<file path="config.mk">
export PLATFORM = sky130hd
export DESIGN_NAME = line_pixel_rasterizer
export DESIGN_NICKNAME = d
export VERILOG_FILES = /design/src/sv/lpr_pkg.sv /design/src/sv/lpr_stepper.sv /design/src/sv/line_pixel_rasterizer.sv
export VERILOG_INCLUDE_DIRS = /design/src /design/src/sv
export SDC_FILE = /design/constraint.sdc
export NUM_CORES = 1
export LEC_CHECK = 0
export BUFFER_PORTS_ARGS = -buffer_cell sky130_fd_sc_hd__buf_2
export CAP_MARGIN = 20
export CORE_UTILIZATION = 66
export CTS_CLUSTER_SIZE = 12
export DETAILED_ROUTE_END_ITERATION = 12
export HOLD_SLACK_MARGIN = 0.05
export PLACE_DENSITY = 0.95
export RECOVER_POWER = 50
export SYNTH_ARGS = -nofsm -noshare
export SYNTH_HDL_FRONTEND = slang
export SYNTH_SLANG_ARGS = --single-unit
</file>
<file path="constraint.sdc">
create_clock -name clk -period 8.3 [get_ports clk]
set_input_delay 1.66 -clock clk [delete_from_list [all_inputs] [get_ports clk]]
set_output_delay 1.66 -clock clk [all_outputs]
set_load 0.03 [all_outputs]
</file>
<file path="src/sv/line_pixel_rasterizer_assert.svh">
// ----------------------------------------------------------------------------
// line_pixel_rasterizer_assert.svh
// Assertion macros for the line rasterizer; empty bodies in synthesis
// ----------------------------------------------------------------------------
`ifndef LINE_PIXEL_RASTERIZER_ASSERT_SVH
`define LINE_PIXEL_RASTERIZER_ASSERT_SVH

`ifndef SYNTHESIS

// antecedent implies consequent in the same cycle
`define LPR_ASSERT_NOW(label, clock, resetn, ante, cons) \
    label: assert property (@(posedge clock) disable iff (!resetn) (ante) |-> (cons)) \
        else $error("line rasterizer check failed");

// antecedent implies consequent in the next cycle
`define LPR_ASSERT_NEXT(label, clock, resetn, ante, cons) \
    label: assert property (@(posedge clock) disable iff (!resetn) (ante) |=> (cons)) \
        else $error("line rasterizer check failed");

`else

`define LPR_ASSERT_NOW(label, clock, resetn, ante, cons)
`define LPR_ASSERT_NEXT(label, clock, resetn, ante, cons)

`endif

`endif

</file>
<file path="src/sv/lpr_pkg.sv">
// ----------------------------------------------------------------------------
// lpr_pkg
// Shared types and constants of the line rasterizer
// ----------------------------------------------------------------------------
`timescale 1ns / 1ps

package lpr_pkg;

    // screen size registers
    localparam int SCREEN_BITS = 13;
    localparam int COLOR_BITS  = 16;
    localparam int CFG_INDEX_BITS = 1;

    localparam logic [CFG_INDEX_BITS-1:0] REG_SCREEN_WIDTH  = 1'b0;
    localparam logic [CFG_INDEX_BITS-1:0] REG_SCREEN_HEIGHT = 1'b1;

    localparam logic [SCREEN_BITS-1:0] SCREEN_WIDTH_RESET  = 13'd240;
    localparam logic [SCREEN_BITS-1:0] SCREEN_HEIGHT_RESET = 13'd320;

    // item modes
    localparam logic MODE_START   = 1'b0;
    localparam logic MODE_ADVANCE = 1'b1;

    // direction and line status flags
    typedef struct packed {
        logic x_goes_down;
        logic y_goes_down;
        logic steep_line;
        logic line_active;
    } lpr_flags_t;

endpackage

</file>
<file path="src/sv/lpr_stepper.sv">
// ----------------------------------------------------------------------------
// lpr_stepper
// Next line state and pixel result for one item, pure combinational
// ----------------------------------------------------------------------------
`timescale 1ns / 1ps

module lpr_stepper #(
    parameter int COORD_BITS = 12
) (
    // item fields
    input  logic                               mode,
    input  logic [COORD_BITS-1:0]              start_x,
    input  logic [COORD_BITS-1:0]              start_y,
    input  logic [COORD_BITS-1:0]              end_x,
    input  logic [COORD_BITS-1:0]              end_y,
    input  logic [lpr_pkg::COLOR_BITS-1:0]     line_color,
    // screen size
    input  logic [lpr_pkg::SCREEN_BITS-1:0]    screen_width,
    input  logic [lpr_pkg::SCREEN_BITS-1:0]    screen_height,
    // current line state
    input  logic [COORD_BITS-1:0]              cur_x,
    input  logic [COORD_BITS-1:0]              cur_y,
    input  logic [COORD_BITS-1:0]              tgt_x,
    input  logic [COORD_BITS-1:0]              tgt_y,
    input  logic [COORD_BITS-1:0]              span_x,
    input  logic [COORD_BITS-1:0]              span_y,
    input  logic signed [COORD_BITS+1:0]       err,
    input  logic [lpr_pkg::COLOR_BITS-1:0]     color,
    input  lpr_pkg::lpr_flags_t                flags,
    // next line state
    output logic [COORD_BITS-1:0]              cur_x_next,
    output logic [COORD_BITS-1:0]              cur_y_next,
    output logic [COORD_BITS-1:0]              tgt_x_next,
    output logic [COORD_BITS-1:0]              tgt_y_next,
    output logic [COORD_BITS-1:0]              span_x_next,
    output logic [COORD_BITS-1:0]              span_y_next,
    output logic signed [COORD_BITS+1:0]       err_next,
    output logic [lpr_pkg::COLOR_BITS-1:0]     color_next,
    output lpr_pkg::lpr_flags_t                flags_next,
    // pixel result
    output logic                               res_valid,
    output logic [COORD_BITS-1:0]              res_x,
    output logic [COORD_BITS-1:0]              res_y,
    output logic [lpr_pkg::COLOR_BITS-1:0]     res_color,
    output logic                               res_on_screen,
    output logic                               res_last
);

    localparam int ERR_W = COORD_BITS + 2;
    localparam int CMP_W = (COORD_BITS > lpr_pkg::SCREEN_BITS) ? COORD_BITS
                                                                : lpr_pkg::SCREEN_BITS;

    logic                  sx_down;
    logic                  sy_down;
    logic [COORD_BITS-1:0] sx_span;
    logic [COORD_BITS-1:0] sy_span;
    logic                  s_steep;
    logic [ERR_W-1:0]      s_err;
    logic                  err_pos;
    logic [ERR_W-1:0]      two_dx;
    logic [ERR_W-1:0]      two_dy;
    logic [COORD_BITS-1:0] x_moved;
    logic [COORD_BITS-1:0] y_moved;
    logic                  last;

    // start item: directions, spans and initial error term
    always_comb
    begin
        sx_down = end_x < start_x;
        sy_down = end_y < start_y;
        sx_span = sx_down ? (start_x - end_x) : (end_x - start_x);
        sy_span = sy_down ? (start_y - end_y) : (end_y - start_y);
        s_steep = sy_span > sx_span;
        if (s_steep)
        begin
            s_err = ERR_W'({sx_span, 1'b0}) - ERR_W'(sy_span);
        end
        else
        begin
            s_err = ERR_W'({sy_span, 1'b0}) - ERR_W'(sx_span);
        end
    end

    // advance item: one step along the major axis
    assign err_pos = !err[ERR_W-1] && (err != '0);
    assign two_dx  = ERR_W'({span_x, 1'b0});
    assign two_dy  = ERR_W'({span_y, 1'b0});
    assign x_moved = flags.x_goes_down ? (cur_x - COORD_BITS'(1)) : (cur_x + COORD_BITS'(1));
    assign y_moved = flags.y_goes_down ? (cur_y - COORD_BITS'(1)) : (cur_y + COORD_BITS'(1));

    always_comb
    begin
        // hold state by default
        cur_x_next  = cur_x;
        cur_y_next  = cur_y;
        tgt_x_next  = tgt_x;
        tgt_y_next  = tgt_y;
        span_x_next = span_x;
        span_y_next = span_y;
        err_next    = err;
        color_next  = color;
        flags_next  = flags;
        last        = 1'b0;

        if (mode == lpr_pkg::MODE_START)
        begin
            cur_x_next  = start_x;
            cur_y_next  = start_y;
            tgt_x_next  = end_x;
            tgt_y_next  = end_y;
            span_x_next = sx_span;
            span_y_next = sy_span;
            err_next    = s_err;
            color_next  = line_color;
            last        = (start_x == end_x) && (start_y == end_y);
            flags_next.x_goes_down = sx_down;
            flags_next.y_goes_down = sy_down;
            flags_next.steep_line  = s_steep;
            flags_next.line_active = !last;
        end
        else if (flags.line_active)
        begin
            if (flags.steep_line)
            begin
                cur_y_next = y_moved;
                if (err_pos)
                begin
                    cur_x_next = x_moved;
                    err_next   = err + two_dx - two_dy;
                end
                else
                begin
                    err_next = err + two_dx;
                end
                last = (y_moved == tgt_y);
            end
            else
            begin
                cur_x_next = x_moved;
                if (err_pos)
                begin
                    cur_y_next = y_moved;
                    err_next   = err + two_dy - two_dx;
                end
                else
                begin
                    err_next = err + two_dy;
                end
                last = (x_moved == tgt_x);
            end
            flags_next.line_active = !last;
        end
    end

    // pixel result, all zero when advancing with no line
    always_comb
    begin
        res_valid = (mode == lpr_pkg::MODE_START) || flags.line_active;
        if (res_valid)
        begin
            res_x         = cur_x_next;
            res_y         = cur_y_next;
            res_color     = color_next;
            res_last      = last;
            res_on_screen = (CMP_W'(cur_x_next) < CMP_W'(screen_width))
                         && (CMP_W'(cur_y_next) < CMP_W'(screen_height));
        end
        else
        begin
            res_x         = '0;
            res_y         = '0;
            res_color     = '0;
            res_last      = 1'b0;
            res_on_screen = 1'b0;
        end
    end

endmodule

</file>
<file path="src/sv/line_pixel_rasterizer.sv">
// ----------------------------------------------------------------------------
// line_pixel_rasterizer
// Bresenham line rasterizer with screen clipping flag, one pixel per item
// ----------------------------------------------------------------------------
// A start item (mode 0) loads both endpoints and the colour and returns the
// first pixel; each advance item (mode 1) returns the next pixel along the
// line, with last_pixel set on the second endpoint. Every item yields exactly
// one result; an advance with no line in progress gives pixel_valid = 0.
// Pixels beyond screen_width / screen_height are still returned, with
// on_screen = 0. Throughput is one item per clock: the line state registers
// feed a single add and compare on the error term, and the result lands in
// an output register in the cycle after the item is accepted. A new item is
// taken whenever the output register is empty or being drained. Write the
// screen size registers only while no item is in flight.
`timescale 1ns / 1ps

`include "line_pixel_rasterizer_assert.svh"

module line_pixel_rasterizer #(
    parameter int COORD_BITS = 12
) (
    input  logic                                  clk,
    input  logic                                  rst_n,
    // configuration writes
    input  logic                                  cfg_we,
    input  logic [lpr_pkg::CFG_INDEX_BITS-1:0]    cfg_index,
    input  logic [lpr_pkg::SCREEN_BITS-1:0]       cfg_data,
    // input items
    input  logic                                  in_valid,
    output logic                                  in_ready,
    input  logic                                  mode,
    input  logic [COORD_BITS-1:0]                 start_x,
    input  logic [COORD_BITS-1:0]                 start_y,
    input  logic [COORD_BITS-1:0]                 end_x,
    input  logic [COORD_BITS-1:0]                 end_y,
    input  logic [lpr_pkg::COLOR_BITS-1:0]        line_color,
    // pixel items
    output logic                                  out_valid,
    input  logic                                  out_ready,
    output logic                                  pixel_valid,
    output logic [COORD_BITS-1:0]                 pixel_x,
    output logic [COORD_BITS-1:0]                 pixel_y,
    output logic [lpr_pkg::COLOR_BITS-1:0]        pixel_color,
    output logic                                  on_screen,
    output logic                                  last_pixel
);

    localparam int ERR_W = COORD_BITS + 2;

    logic [lpr_pkg::SCREEN_BITS-1:0] screen_width_reg;
    logic [lpr_pkg::SCREEN_BITS-1:0] screen_height_reg;

    logic [COORD_BITS-1:0]           cur_x_reg,  cur_x_next;
    logic [COORD_BITS-1:0]           cur_y_reg,  cur_y_next;
    logic [COORD_BITS-1:0]           tgt_x_reg,  tgt_x_next;
    logic [COORD_BITS-1:0]           tgt_y_reg,  tgt_y_next;
    logic [COORD_BITS-1:0]           span_x_reg, span_x_next;
    logic [COORD_BITS-1:0]           span_y_reg, span_y_next;
    logic signed [ERR_W-1:0]         err_reg,    err_next;
    logic [lpr_pkg::COLOR_BITS-1:0]  color_reg,  color_next;
    lpr_pkg::lpr_flags_t             flags_reg,  flags_next;

    logic                            out_valid_reg;
    logic                            pix_valid_reg, pix_valid_next;
    logic [COORD_BITS-1:0]           pix_x_reg,     pix_x_next;
    logic [COORD_BITS-1:0]           pix_y_reg,     pix_y_next;
    logic [lpr_pkg::COLOR_BITS-1:0]  pix_color_reg, pix_color_next;
    logic                            on_screen_reg, on_screen_next;
    logic                            last_reg,      last_next;

    logic                            in_fire;

    // handshake: take an item when the output register is free or draining
    assign in_ready = !out_valid_reg || out_ready;
    assign in_fire  = in_valid && in_ready;

    // screen size registers
    always_ff @(posedge clk or negedge rst_n)
    begin
        if (!rst_n)
        begin
            screen_width_reg  <= lpr_pkg::SCREEN_WIDTH_RESET;
            screen_height_reg <= lpr_pkg::SCREEN_HEIGHT_RESET;
        end
        else if (cfg_we)
        begin
            case (cfg_index)
                lpr_pkg::REG_SCREEN_WIDTH:  screen_width_reg  <= cfg_data;
                lpr_pkg::REG_SCREEN_HEIGHT: screen_height_reg <= cfg_data;
                default: ;
            endcase
        end
    end

    // per-item step logic
    lpr_stepper #(
        .COORD_BITS (COORD_BITS)
    ) u_stepper (
        .mode          (mode),
        .start_x       (start_x),
        .start_y       (start_y),
        .end_x         (end_x),
        .end_y         (end_y),
        .line_color    (line_color),
        .screen_width  (screen_width_reg),
        .screen_height (screen_height_reg),
        .cur_x         (cur_x_reg),
        .cur_y         (cur_y_reg),
        .tgt_x         (tgt_x_reg),
        .tgt_y         (tgt_y_reg),
        .span_x        (span_x_reg),
        .span_y        (span_y_reg),
        .err           (err_reg),
        .color         (color_reg),
        .flags         (flags_reg),
        .cur_x_next    (cur_x_next),
        .cur_y_next    (cur_y_next),
        .tgt_x_next    (tgt_x_next),
        .tgt_y_next    (tgt_y_next),
        .span_x_next   (span_x_next),
        .span_y_next   (span_y_next),
        .err_next      (err_next),
        .color_next    (color_next),
        .flags_next    (flags_next),
        .res_valid     (pix_valid_next),
        .res_x         (pix_x_next),
        .res_y         (pix_y_next),
        .res_color     (pix_color_next),
        .res_on_screen (on_screen_next),
        .res_last      (last_next)
    );

    // line state, updated on each accepted item
    always_ff @(posedge clk or negedge rst_n)
    begin
        if (!rst_n)
        begin
            cur_x_reg  <= '0;
            cur_y_reg  <= '0;
            tgt_x_reg  <= '0;
            tgt_y_reg  <= '0;
            span_x_reg <= '0;
            span_y_reg <= '0;
            err_reg    <= '0;
            color_reg  <= '0;
            flags_reg  <= '0;
        end
        else if (in_fire)
        begin
            cur_x_reg  <= cur_x_next;
            cur_y_reg  <= cur_y_next;
            tgt_x_reg  <= tgt_x_next;
            tgt_y_reg  <= tgt_y_next;
            span_x_reg <= span_x_next;
            span_y_reg <= span_y_next;
            err_reg    <= err_next;
            color_reg  <= color_next;
            flags_reg  <= flags_next;
        end
    end

    // output valid
    always_ff @(posedge clk or negedge rst_n)
    begin
        if (!rst_n)
        begin
            out_valid_reg <= 1'b0;
        end
        else if (in_fire)
        begin
            out_valid_reg <= 1'b1;
        end
        else if (out_ready)
        begin
            out_valid_reg <= 1'b0;
        end
    end

    // output payload
    always_ff @(posedge clk)
    begin
        if (in_fire)
        begin
            pix_valid_reg <= pix_valid_next;
            pix_x_reg     <= pix_x_next;
            pix_y_reg     <= pix_y_next;
            pix_color_reg <= pix_color_next;
            on_screen_reg <= on_screen_next;
            last_reg      <= last_next;
        end
    end

    assign out_valid   = out_valid_reg;
    assign pixel_valid = pix_valid_reg;
    assign pixel_x     = pix_x_reg;
    assign pixel_y     = pix_y_reg;
    assign pixel_color = pix_color_reg;
    assign on_screen   = on_screen_reg;
    assign last_pixel  = last_reg;

    // checks
    `LPR_ASSERT_NOW(a_last_ends_line, clk, rst_n, out_valid_reg && pix_valid_reg && last_reg, !flags_reg.line_active)
    `LPR_ASSERT_NOW(a_mid_keeps_line, clk, rst_n, out_valid_reg && pix_valid_reg && !last_reg, flags_reg.line_active)
    `LPR_ASSERT_NOW(a_pixel_is_state, clk, rst_n, out_valid_reg && pix_valid_reg, (pix_x_reg == cur_x_reg) && (pix_y_reg == cur_y_reg))
    `LPR_ASSERT_NEXT(a_idle_advance, clk, rst_n, in_fire && (mode == lpr_pkg::MODE_ADVANCE) && !flags_reg.line_active, out_valid_reg && !pix_valid_reg)
    `LPR_ASSERT_NOW(a_stall_blocks, clk, rst_n, out_valid_reg && !out_ready, !in_ready)

endmodule

</file>
==> impl_metrics.ini, run 1 <==
[global_route]
track_usage_pct = 36.8
globalRouteMet3Util_pct = 7.64
grt_pass1_vias = 13100
top_usage_layer = met2
antenna_found_initial = 5
met2_usage_pct = 61.4
grt.met1_usage_pct = 44.1
overflow = 0
grt_max_degree = 104
grt_pass1_wl_um = 64600

[clock_tree]
postCtsHoldBufs = 0
numCtsBuffers = 17
cts_max_level = 4
cts_tree = yes
clk_path_buf_depth = 2
cts.clk_slew.worst_paths_ps = 80
clock_latency_ps = 450
root_buffer = clkbuf_16
cts_resized = 0
cts.sinks = 176
post_cts_buffers = 0

[finish]
multi_input_area_um2 = 9070
drive_gt1_share_pct = 11.9
regArea_um2 = 4630
final_common_cell = nand2_1
layout.cells.most_common_list = 223 x nand2_1, 170 x inv_1, 166 x ha_1, 131 x o21ai_0, 127 x dfrtp_1
area_delta_synth_final_pct = 9.67
nFillCells = 1508
finalNetCount = 2009

[timing]
drv_slew = 136
min_period_ps = 6890
fmax_ghz = 0.145
max_slew.worst_pin.slew_ps = 3960
setup_viol = 0
skew_ps = 15.9
hold_viol = 0
finalWorstSetupSlack_ps = 1410
slew_headroom_pct = -164
rsz0062_at_grt = no
period_share_pct = 83.1
setup_tns_ps = 0

[pwr]
fin_total_pwr_mw = 6.28
power.density_nw_per_um2 = 392
p_leak_nw = 7.79
ir_drop_mv = 0.220

[logic_synthesis]
ys.flop_type = dfrtp_1
synth_seq_cells = 176
syn_area_per_cell_um2 = 8.86
ys_types = 94
synth_cells = 1647
synth_area_um2 = 14600
ys_seq_area_share_pct = 31.7
yosys.area.top_type = dfrtp_1
synth_fp_nets = 1907
synth_area_leaders = dfrtp_1 22%, ha_1 14%, edfxtp_1 8.8%, nand2_1 5.8%, xnor2_1 4.7%
synthArstFlopShare_pct = 75.6
synth_warnings = 0
synth_top_area_share_pct = 21.8
synth-edff-count = 43

[worst_setup_path]
cpMostUsedCell = inv_1
r2r.worst_path.cells = 18
crit_type = input pin to flop
worstPathMaxFanout = 17
timing.rr.end = on_screen$_SDFFCE_PP0P_
critPathRequiredTime_ps = 8600
path_delay_family = compound AO/OA/AOI/OAI gates
cp_slowest_stage_delay_ps = 620
end_kind = flop
r2r-start = flags_reg[3]$_DFFE_PN0P_
cp.buffers_inverters = 4
worstPathArrival_ps = 7190
critical-path-slowest-cell = a21oi_2
cp-start-kind = input pin
reg2reg_slack_ps = 3060

[place]
dp_slack_ps = 1090
gp_congestion = 0.941
hpwl_um = 29300
portBuffers = 128

[detailed_routing]
drt_first_pass_iters = 8
drc = 0
avgViaCountPerCell = 6.44
drt-initial-drc-count = 1310
vias = 13200
routedWlPerCell_um = 19.9
wl_um = 40600
ant_nets = 0

[floorplanning]
ioPinCount = 129
dieHeight_um = 151
initial_utilization_pct = 67.1
core_um2 = 21800
rows = 54
dieArea_um2 = 22700
die_w_um = 151

[worst_hold_path]
hold_path_depth = 2
holdPathEnd = color_reg[8]$_DFFE_PN0P_
hold_class = flop to flop
min-delay-start = color_reg[8]$_DFFE_PN0P_

[run_status]
violations = capacitance limit, slew limit
status = complete, but fails checks

[flow_run]
maxCapViolCount = 2
==> through the flow <==
| step | area, µm² | cells | util, % | hold WS (ps) |
|---|---|---|---|---|
| finish | 16000 | 2045 | 73.6 | 481 |
| global route | 16000 | 2043 | 73.5 | 514 |
| CTS | 16100 | 2042 | 73.8 | 484 |
| detailed placement | 15400 | 2010 | 71.0 | 464 |
| global placement | 15400 | 2010 | 71.0 | 458 |
| floorplan | 14600 | 1647 | - | 447 |
==> cell families (layout without fill, tap and decap cells) <==
kind of cell | after synthesis | count (layout) | synth area share (%)
AOI/OAI and AO/OA | 446 | 446 | 20.1
and+or+nand+nor | 425 | 425 | 12.9
buffers and inverters | 230 | 345 | 6.16
adders and majority gates | 178 | 178 | 15.7
DFF | 176 | 176 | 31.7
xor gates and xnor gates | 129 | 129 | 8.15
muxes | 63 | 63 | 5.23
other | 0 | 3 | 0
==> worst max-delay path by stage <==
stage / startpoint / end / slack, ps / depth (start not counted)
after floorplan: end_x[0] / err_reg[11]$_DFFE_PN0P_ / 2360 / 25
after global placement: end_x[0] / err_reg[1]$_DFFE_PN0P_ / 1360 / 25
after detailed placement: end_x[0] / err_reg[1]$_DFFE_PN0P_ / 1090 / 25
after CTS: end_x[0] / err_reg[1]$_DFFE_PN0P_ / 1520 / 25
after global routing: end_x[0] / err_reg[1]$_DFFE_PN0P_ / 1050 / 25
final: end_x[0] / err_reg[1]$_DFFE_PN0P_ / 1410 / 25
==> report_power, final <==
| part | total (mW) | internal, mW | switching, mW | leakage, nW |
|---|---|---|---|---|
| clock | 0.892 | 0.503 | 0.389 | 0.307 |
| sequential | 1.30 | 1.11 | 0.188 | 2.03 |
| combinational | 4.09 | 1.76 | 2.32 | 5.45 |
| total | 6.28 | 3.38 | 2.90 | 7.79 |
==> worst reg2reg max path, stage by stage (launching register included) <==
cell,delay [ps]
dfrtp_1,750
ha_1,430
a21o_1,220
a21oi_2,180
o21bai_1,100
a21oi_2,220
o21ai_2,120
a2111oi_0,640
a311oi_2,130
o21ai_0,270
nand2_1,90
o21ai_0,270
ha_1,370
a21o_1,170
a21oi_1,140
o22ai_1,90
a2111oi_0,430
o21ai_0,170
a311oi_1,270
==> layout make-up <==
class / instances / area share [%]
clock inverter: 11 / 1.03
clock buffer: 21 / 2.88
timing repair buffer: 139 / 4.14
inverter: 174 / 4.11
multi-input combinational: 1241 / 56.7
tap: 280 / 2.19
antenna: 3 / 0.0469
sequential: 176 / 28.9
==> metal layers <==
| layer | vias to the layer above | part of all wire [%] |
|---|---|---|
| met3 | 207 | 8.9 |
| met2 | 800 | 48 |
| li1 | 5920 | - |
| met1 | 6249 | 37 |
| met4 | 2 | 5.5 |
| met5 | - | 0.025 |
==> Yosys cell counts, drive strengths merged, types with 7 or more instances <==
master	count
nand2	227
inv	174
ha	166
o21ai	145
dfrtp	127
a21oi	110
nor2	91
xnor2	78
a21o	62
xor2	48
edfxtp	43
clkbuf	39
mux2i	29
mux2	26
a22o	20
nor3	19
and2	17
buf	17
nor2b	16
o21bai	14
nand3	13
o211ai	13
a31oi	12
o21a	11
fa	10
a211oi	8
mux4	8
nand2b	8
nand4	8
a22oi	7
Note: power is estimated with default switching activity, not from simulation.
==> run 2, diff against run 1 <==
--- a/config.mk
+++ b/config.mk
@@ -8,11 +8,11 @@
 export LEC_CHECK = 0
 export BUFFER_PORTS_ARGS = -buffer_cell sky130_fd_sc_hd__buf_2
 export CAP_MARGIN = 20
-export CORE_UTILIZATION = 66
+export CORE_UTILIZATION = 56
 export CTS_CLUSTER_SIZE = 12
 export DETAILED_ROUTE_END_ITERATION = 12
 export HOLD_SLACK_MARGIN = 0.05
-export PLACE_DENSITY = 0.95
+export PLACE_DENSITY = 0.9
 export RECOVER_POWER = 50
 export SYNTH_ARGS = -nofsm -noshare
 export SYNTH_HDL_FRONTEND = slang
==> constraint.sdc (replaced) <==
create_clock -name clk -period 5.7 [get_ports clk]
set_input_delay 1.14 -clock clk [delete_from_list [all_inputs] [get_ports clk]]
set_output_delay 1.14 -clock clk [all_outputs]
set_load 0.03 [all_outputs]
==> run 2 against run 1 <==
Compared with the run above:
- the run still ends with capacitance limit, slew limit left
- hold slack lost 2.5 ps
- highest routed layer unchanged
- clock-buffer cell count decreased by 2
- register-to-register slack worse by 2200 ps
- critical path depth rose by 1
- sequential share of layout area decreased by 1.0 points
- global-route usage decreased by 6.5 points
- first-iteration DRC count fell by 27%
- combinational power increased by 46%
- largest power group unchanged
- non-clock buffer count up 68
- power rose by 44%
- die area up 18%
==> impl_metrics.ini, run 2 (same netlist as run 1, synthesis figures left out) <==
[run_status]
status = complete, but fails checks
violations = capacitance limit, slew limit

[worst_setup_path]
worstPathMaxFanout = 5
cp-start-kind = input pin
r2r.worst_path.cells = 17
critPathRequiredTime_ps = 5990
cp_slowest_stage_delay_ps = 380
reg2reg_slack_ps = 850
timing.rr.end = on_screen$_SDFFCE_PP0P_
cpMostUsedCell = inv_1
worstPathArrival_ps = 5780
worstSetupEndpoint = err_reg[1]$_DFFE_PN0P_
critical_path.startpoint = end_x[0]
critical-path-slowest-cell = fa_1
end_kind = flop
r2r-start = flags_reg[2]$_DFFE_PN0P_
crit_type = input pin to flop

[global_route]
antenna_found_initial = 3
grt_pass1_wl_um = 63600
overflow = 0
grt_max_degree = 81
grt_pass1_vias = 12900
track_usage_pct = 30.3

[detailed_routing]
avgViaCountPerCell = 5.89
wl_um = 39600
drt_first_pass_iters = 6
vias = 12700
routedWlPerCell_um = 18.3
drt-initial-drc-count = 955
drc = 0
ant_nets = 0

[floorplanning]
dieHeight_um = 163
die_w_um = 163
dieArea_um2 = 26700
initial_utilization_pct = 57.5
rows = 58
ioPinCount = 129
core_um2 = 25400

[place]
portBuffers = 128
gp_congestion = 0.935
dp.cells = 2126
place_area_um2 = 16000
hpwl_um = 30400

[pwr]
p_sw_mw = 4.13
pwr-share-seq_pct = 20.8
ir_drop_mv = 0.307
p_sw_share_pct = 45.7
p_leak_nw = 8.13
clockPowerShare_pct = 13.4
power.density_nw_per_um2 = 545
intPower_mw = 4.91
comb_power_share_pct = 65.9

[flow_run]
maxCapViolCount = 2

[timing]
slew_headroom_pct = -161
setup_tns_ps = 0
drv_slew = 125
max_slew.worst_pin.slew_ps = 3910
min_period_ps = 5490
worst_hold_slack_ps = 478
fmax_ghz = 0.182
setup_viol = 0
hold_viol = 0
period_share_pct = 96.2
skew_ps = 18.6

[clock_tree]
cts.sinks = 176
clk_path_buf_depth = 2
cts_max_level = 4
clock_latency_ps = 440
postCtsHoldBufs = 0
cts.clk_slew.worst_paths_ps = 80
numCtsBuffers = 17
cts_tree = yes
root_buffer = clkbuf_16

[finish]
final_common_cell = nand2_1
area_delta_synth_final_pct = 13.8
finalNetCount = 2077
nFillCells = 2033
multi_input_area_um2 = 9100
layout.cells.most_common_list = 223 x nand2_1, 170 x inv_1, 166 x ha_1, 129 x o21ai_0, 127 x dfrtp_1
stdcell_count = 2162
stdcell_area_um2 = 16600
drive_gt1_share_pct = 15.4
regArea_um2 = 4630

[worst_hold_path]
hold_class = flop to flop
-- run 2: metal layers --
metal	up-vias	global-route usage, %	share of wire [%]
li1	6039	-	-
met1	6092	36.9	40
met2	489	52.9	50
met3	111	4.82	6.8
met4	4	12.4	3.4
met5	-	0	0.078
-- run 2: area by class of cell --
type                       instances  share of cell area, %
antenna                            2                 0.0301
clock buffer                      19                   2.74
clock inverter                    13                  0.912
inverter                         174                   3.96
multi-input combinational       1241                   54.8
sequential                       176                   27.9
tap                              330                   2.49
timing repair buffer             207                   7.20
-- run 2: worst max-delay path: cells and delay by family --
family / cells / cell delay [ps]
XOR/XNOR: 1 / 180
buffers and inverters: 5 / 520
multiplexers: 2 / 650
AND/OR/NAND/NOR: 6 / 820
adder cells (fa/ha/maj): 3 / 880
AO/OA/AOI/OAI: 9 / 1570
-- run 2: worst min-delay path by stage --
stage	start	to	slack, ps	depth (start not counted)
floorplan	color_reg[0]$_DFFE_PN0P_	color_reg[0]$_DFFE_PN0P_	450	2
global placement	color_reg[10]$_DFFE_PN0P_	color_reg[10]$_DFFE_PN0P_	460	2
detailed placement	color_reg[0]$_DFFE_PN0P_	color_reg[0]$_DFFE_PN0P_	460	2
CTS	color_reg[14]$_DFFE_PN0P_	color_reg[14]$_DFFE_PN0P_	480	2
global route	color_reg[0]$_DFFE_PN0P_	color_reg[0]$_DFFE_PN0P_	500	2
finish	color_reg[0]$_DFFE_PN0P_	color_reg[0]$_DFFE_PN0P_	480	2
-- run 2: power groups by stage --
stage          clock network [mW]  registers [mW]  logic (mW)
2_1_floorplan                   0            1.91        4.42
3_3_place_gp                    0            1.87        5.56
3_5_place_dp                    0            1.89        5.78
4_1_cts                      1.23            1.87        5.88
5_1_grt                      1.26            1.91        6.56
6_report                     1.21            1.88        5.96
-- run 2: stage by stage --
| step | util, % | setup WS, ps | power [mW] |
|---|---|---|---|
| after floorplan | - | 284 | 6.32 |
| after global placement | 63.0 | -60.9 | 7.44 |
| after detailed placement | 63.0 | -205 | 7.67 |
| after CTS | 65.4 | 235 | 8.97 |
| after global routing | 65.4 | -36.8 | 9.73 |
| final | 65.4 | 214 | 9.04 |
-- run 2: what timing repair did --
action                     CTS  global route
resized for setup            0             8
setup endpoints to repair    0            11
setup buffers                0             1
==> run 3, diff against run 2 <==
--- a/config.mk
+++ b/config.mk
@@ -8,11 +8,13 @@
 export LEC_CHECK = 0
 export BUFFER_PORTS_ARGS = -buffer_cell sky130_fd_sc_hd__buf_2
 export CAP_MARGIN = 20
-export CORE_UTILIZATION = 56
+export CELL_PAD_IN_SITES_DETAIL_PLACEMENT = 2
+export CELL_PAD_IN_SITES_GLOBAL_PLACEMENT = 2
+export CORE_UTILIZATION = 34
 export CTS_CLUSTER_SIZE = 12
 export DETAILED_ROUTE_END_ITERATION = 12
-export HOLD_SLACK_MARGIN = 0.05
-export PLACE_DENSITY = 0.9
+export HOLD_SLACK_MARGIN = 0.15
+export PLACE_DENSITY = 0.88
 export RECOVER_POWER = 50
 export SYNTH_ARGS = -nofsm -noshare
 export SYNTH_HDL_FRONTEND = slang
==> run 3 against run 2 <==
Compared with the run above:
- the run ends with capacitance limit, slew limit, setup timing left
- first-iteration DRC count fell by 37%
- core utilization fell by 25 points
- combinational power rose by 8.7%
- clock skew about the same
- highest routed layer unchanged
==> impl_metrics.ini, run 3 (same netlist as run 1, synthesis figures left out) <==
[run_status]
status = complete, but fails checks
violations = capacitance limit, slew limit, setup timing

[worst_setup_path]
path_delay_family = compound AO/OA/AOI/OAI gates
cp-start-kind = input pin
worstPathArrival_ps = 6180
critPathRequiredTime_ps = 6010
cp.buffers_inverters = 6
end_kind = flop
worstPathMaxFanout = 5
cp_slowest_stage_delay_ps = 460
crit_type = input pin to flop
critical-path-slowest-cell = fa_1

[clock_tree]
cts_tree = yes
cts_max_level = 4
cts.sinks = 176
clock_latency_ps = 480
postCtsHoldBufs = 0
clk_path_buf_depth = 2
numCtsBuffers = 17
cts.clk_slew.worst_paths_ps = 70
root_buffer = clkbuf_16

[global_route]
antenna_found_initial = 3
track_usage_pct = 25.2
grt_pass1_vias = 15400
overflow = 0
grt_max_degree = 104
grt_pass1_wl_um = 85700

[floorplanning]
dieHeight_um = 209
die_w_um = 209
ioPinCount = 129
dieArea_um2 = 43800
rows = 75
initial_utilization_pct = 34.6
core_um2 = 42100

[finish]
area_delta_synth_final_pct = 17.0
drive_gt1_share_pct = 17.5
finalNetCount = 2095
stdcell_count = 2388
nFillCells = 4593
stdcell_area_um2 = 17100
layout.cells.most_common_list = 222 x nand2_1, 171 x inv_1, 165 x ha_1, 127 x dfrtp_1, 126 x o21ai_0
utilization_pct = 40.5
final_common_cell = nand2_1

[detailed_routing]
drt_first_pass_iters = 7
drc = 0
ant_nets = 0
routedWlPerCell_um = 23.9
drt-initial-drc-count = 604
vias = 13300
avgViaCountPerCell = 5.57
wl_um = 57000

[pwr]
power.density_nw_per_um2 = 565
p_leak_nw = 8.25
ir_drop_mv = 0.320

[place]
place_area_um2 = 16300
dp.cells = 2342
portBuffers = 128
gp_congestion = 0.916
hpwl_um = 41900

[timing]
hold_viol = 0
min_period_ps = 5860
slew_headroom_pct = -82.6
setup_viol = 13
period_share_pct = 103
worst_hold_slack_ps = 480
finalWorstSetupSlack_ps = -165
fmax_ghz = 0.171
drv_slew = 136
max_slew.worst_pin.slew_ps = 2740
skew_ps = 18.3

[flow_run]
maxCapViolCount = 2

[worst_hold_path]
hold_class = flop to flop
run 3: layout make-up:
| cell class | instances | area [µm²] | share of cell area, % |
|---|---|---|---|
| clock inverters | 12 | 148 | 0.864 |
| multi-input cells | 1242 | 9190 | 53.8 |
| inverters | 174 | 658 | 3.85 |
| flip-flops and latches | 176 | 4630 | 27.1 |
| well taps | 539 | 674 | 3.95 |
| diodes | 1 | 2.50 | 0.0147 |
| repair buffers | 224 | 1330 | 7.77 |
| clock buffers | 20 | 457 | 2.67 |
run 3: stage by stage:
step | total power, mW | TNS (ps) | setup WS [ps]
2_1_floorplan | 6.32 | 0 | 284
3_3_place_gp | 7.62 | -273 | -78.1
3_5_place_dp | 8.13 | -6890 | -557
4_1_cts | 9.56 | 0 | 13.8
5_1_grt | 10.3 | -2600 | -257
6_report | 9.64 | -1080 | -165
run 3: worst paths after layout:
check	startpoint	to	slack, ps	depth (start not counted)
max	start_x[0]	err_reg[3]$_DFFE_PN0P_	-160	27
min	color_reg[3]$_DFFE_PN0P_	color_reg[3]$_DFFE_PN0P_	480	2
max reg2reg	flags_reg[3]$_DFFE_PN0P_	on_screen$_SDFFCE_PP0P_	710	18
min reg2reg	color_reg[3]$_DFFE_PN0P_	color_reg[3]$_DFFE_PN0P_	480	2
max in group asynchronous	rst_n	span_x_reg[1]$_DFFE_PN0P_	1000	2
min in group asynchronous	rst_n	screen_width_reg[11]$_DFFE_PN0P_	1510	1
run 3: tightest hold or removal path, stage by stage (launching register included):
cell and delay [ps]:
dfrtp_1 350, nand2_1 50, nand2_1 50
run 3: power by group:
group	switching, mW	internal [mW]	total (mW)
clock network	0.577	0.679	1.26
logic	3.73	2.75	6.48
registers	0.291	1.62	1.91
run 3: repair_timing:
| item | 4_1_cts | 5_1_grt |
|---|---|---|
| buffers inserted | 3 | 8 |
| endpoints found under the setup margin | 8 | 15 |
| pin swaps | 3 | 12 |
| gates cloned | 0 | 1 |
| gates resized for setup | 5 | 23 |
run 3: per-layer routing:
layer  GRT usage (%)  up-vias  wire length [µm]
li1                -     6068                 -
met1            27.6     6814             22500
met2            47.7      287             30500
met3            4.22      134              1750
met4            10.8        4              2220
met5               0        -                25
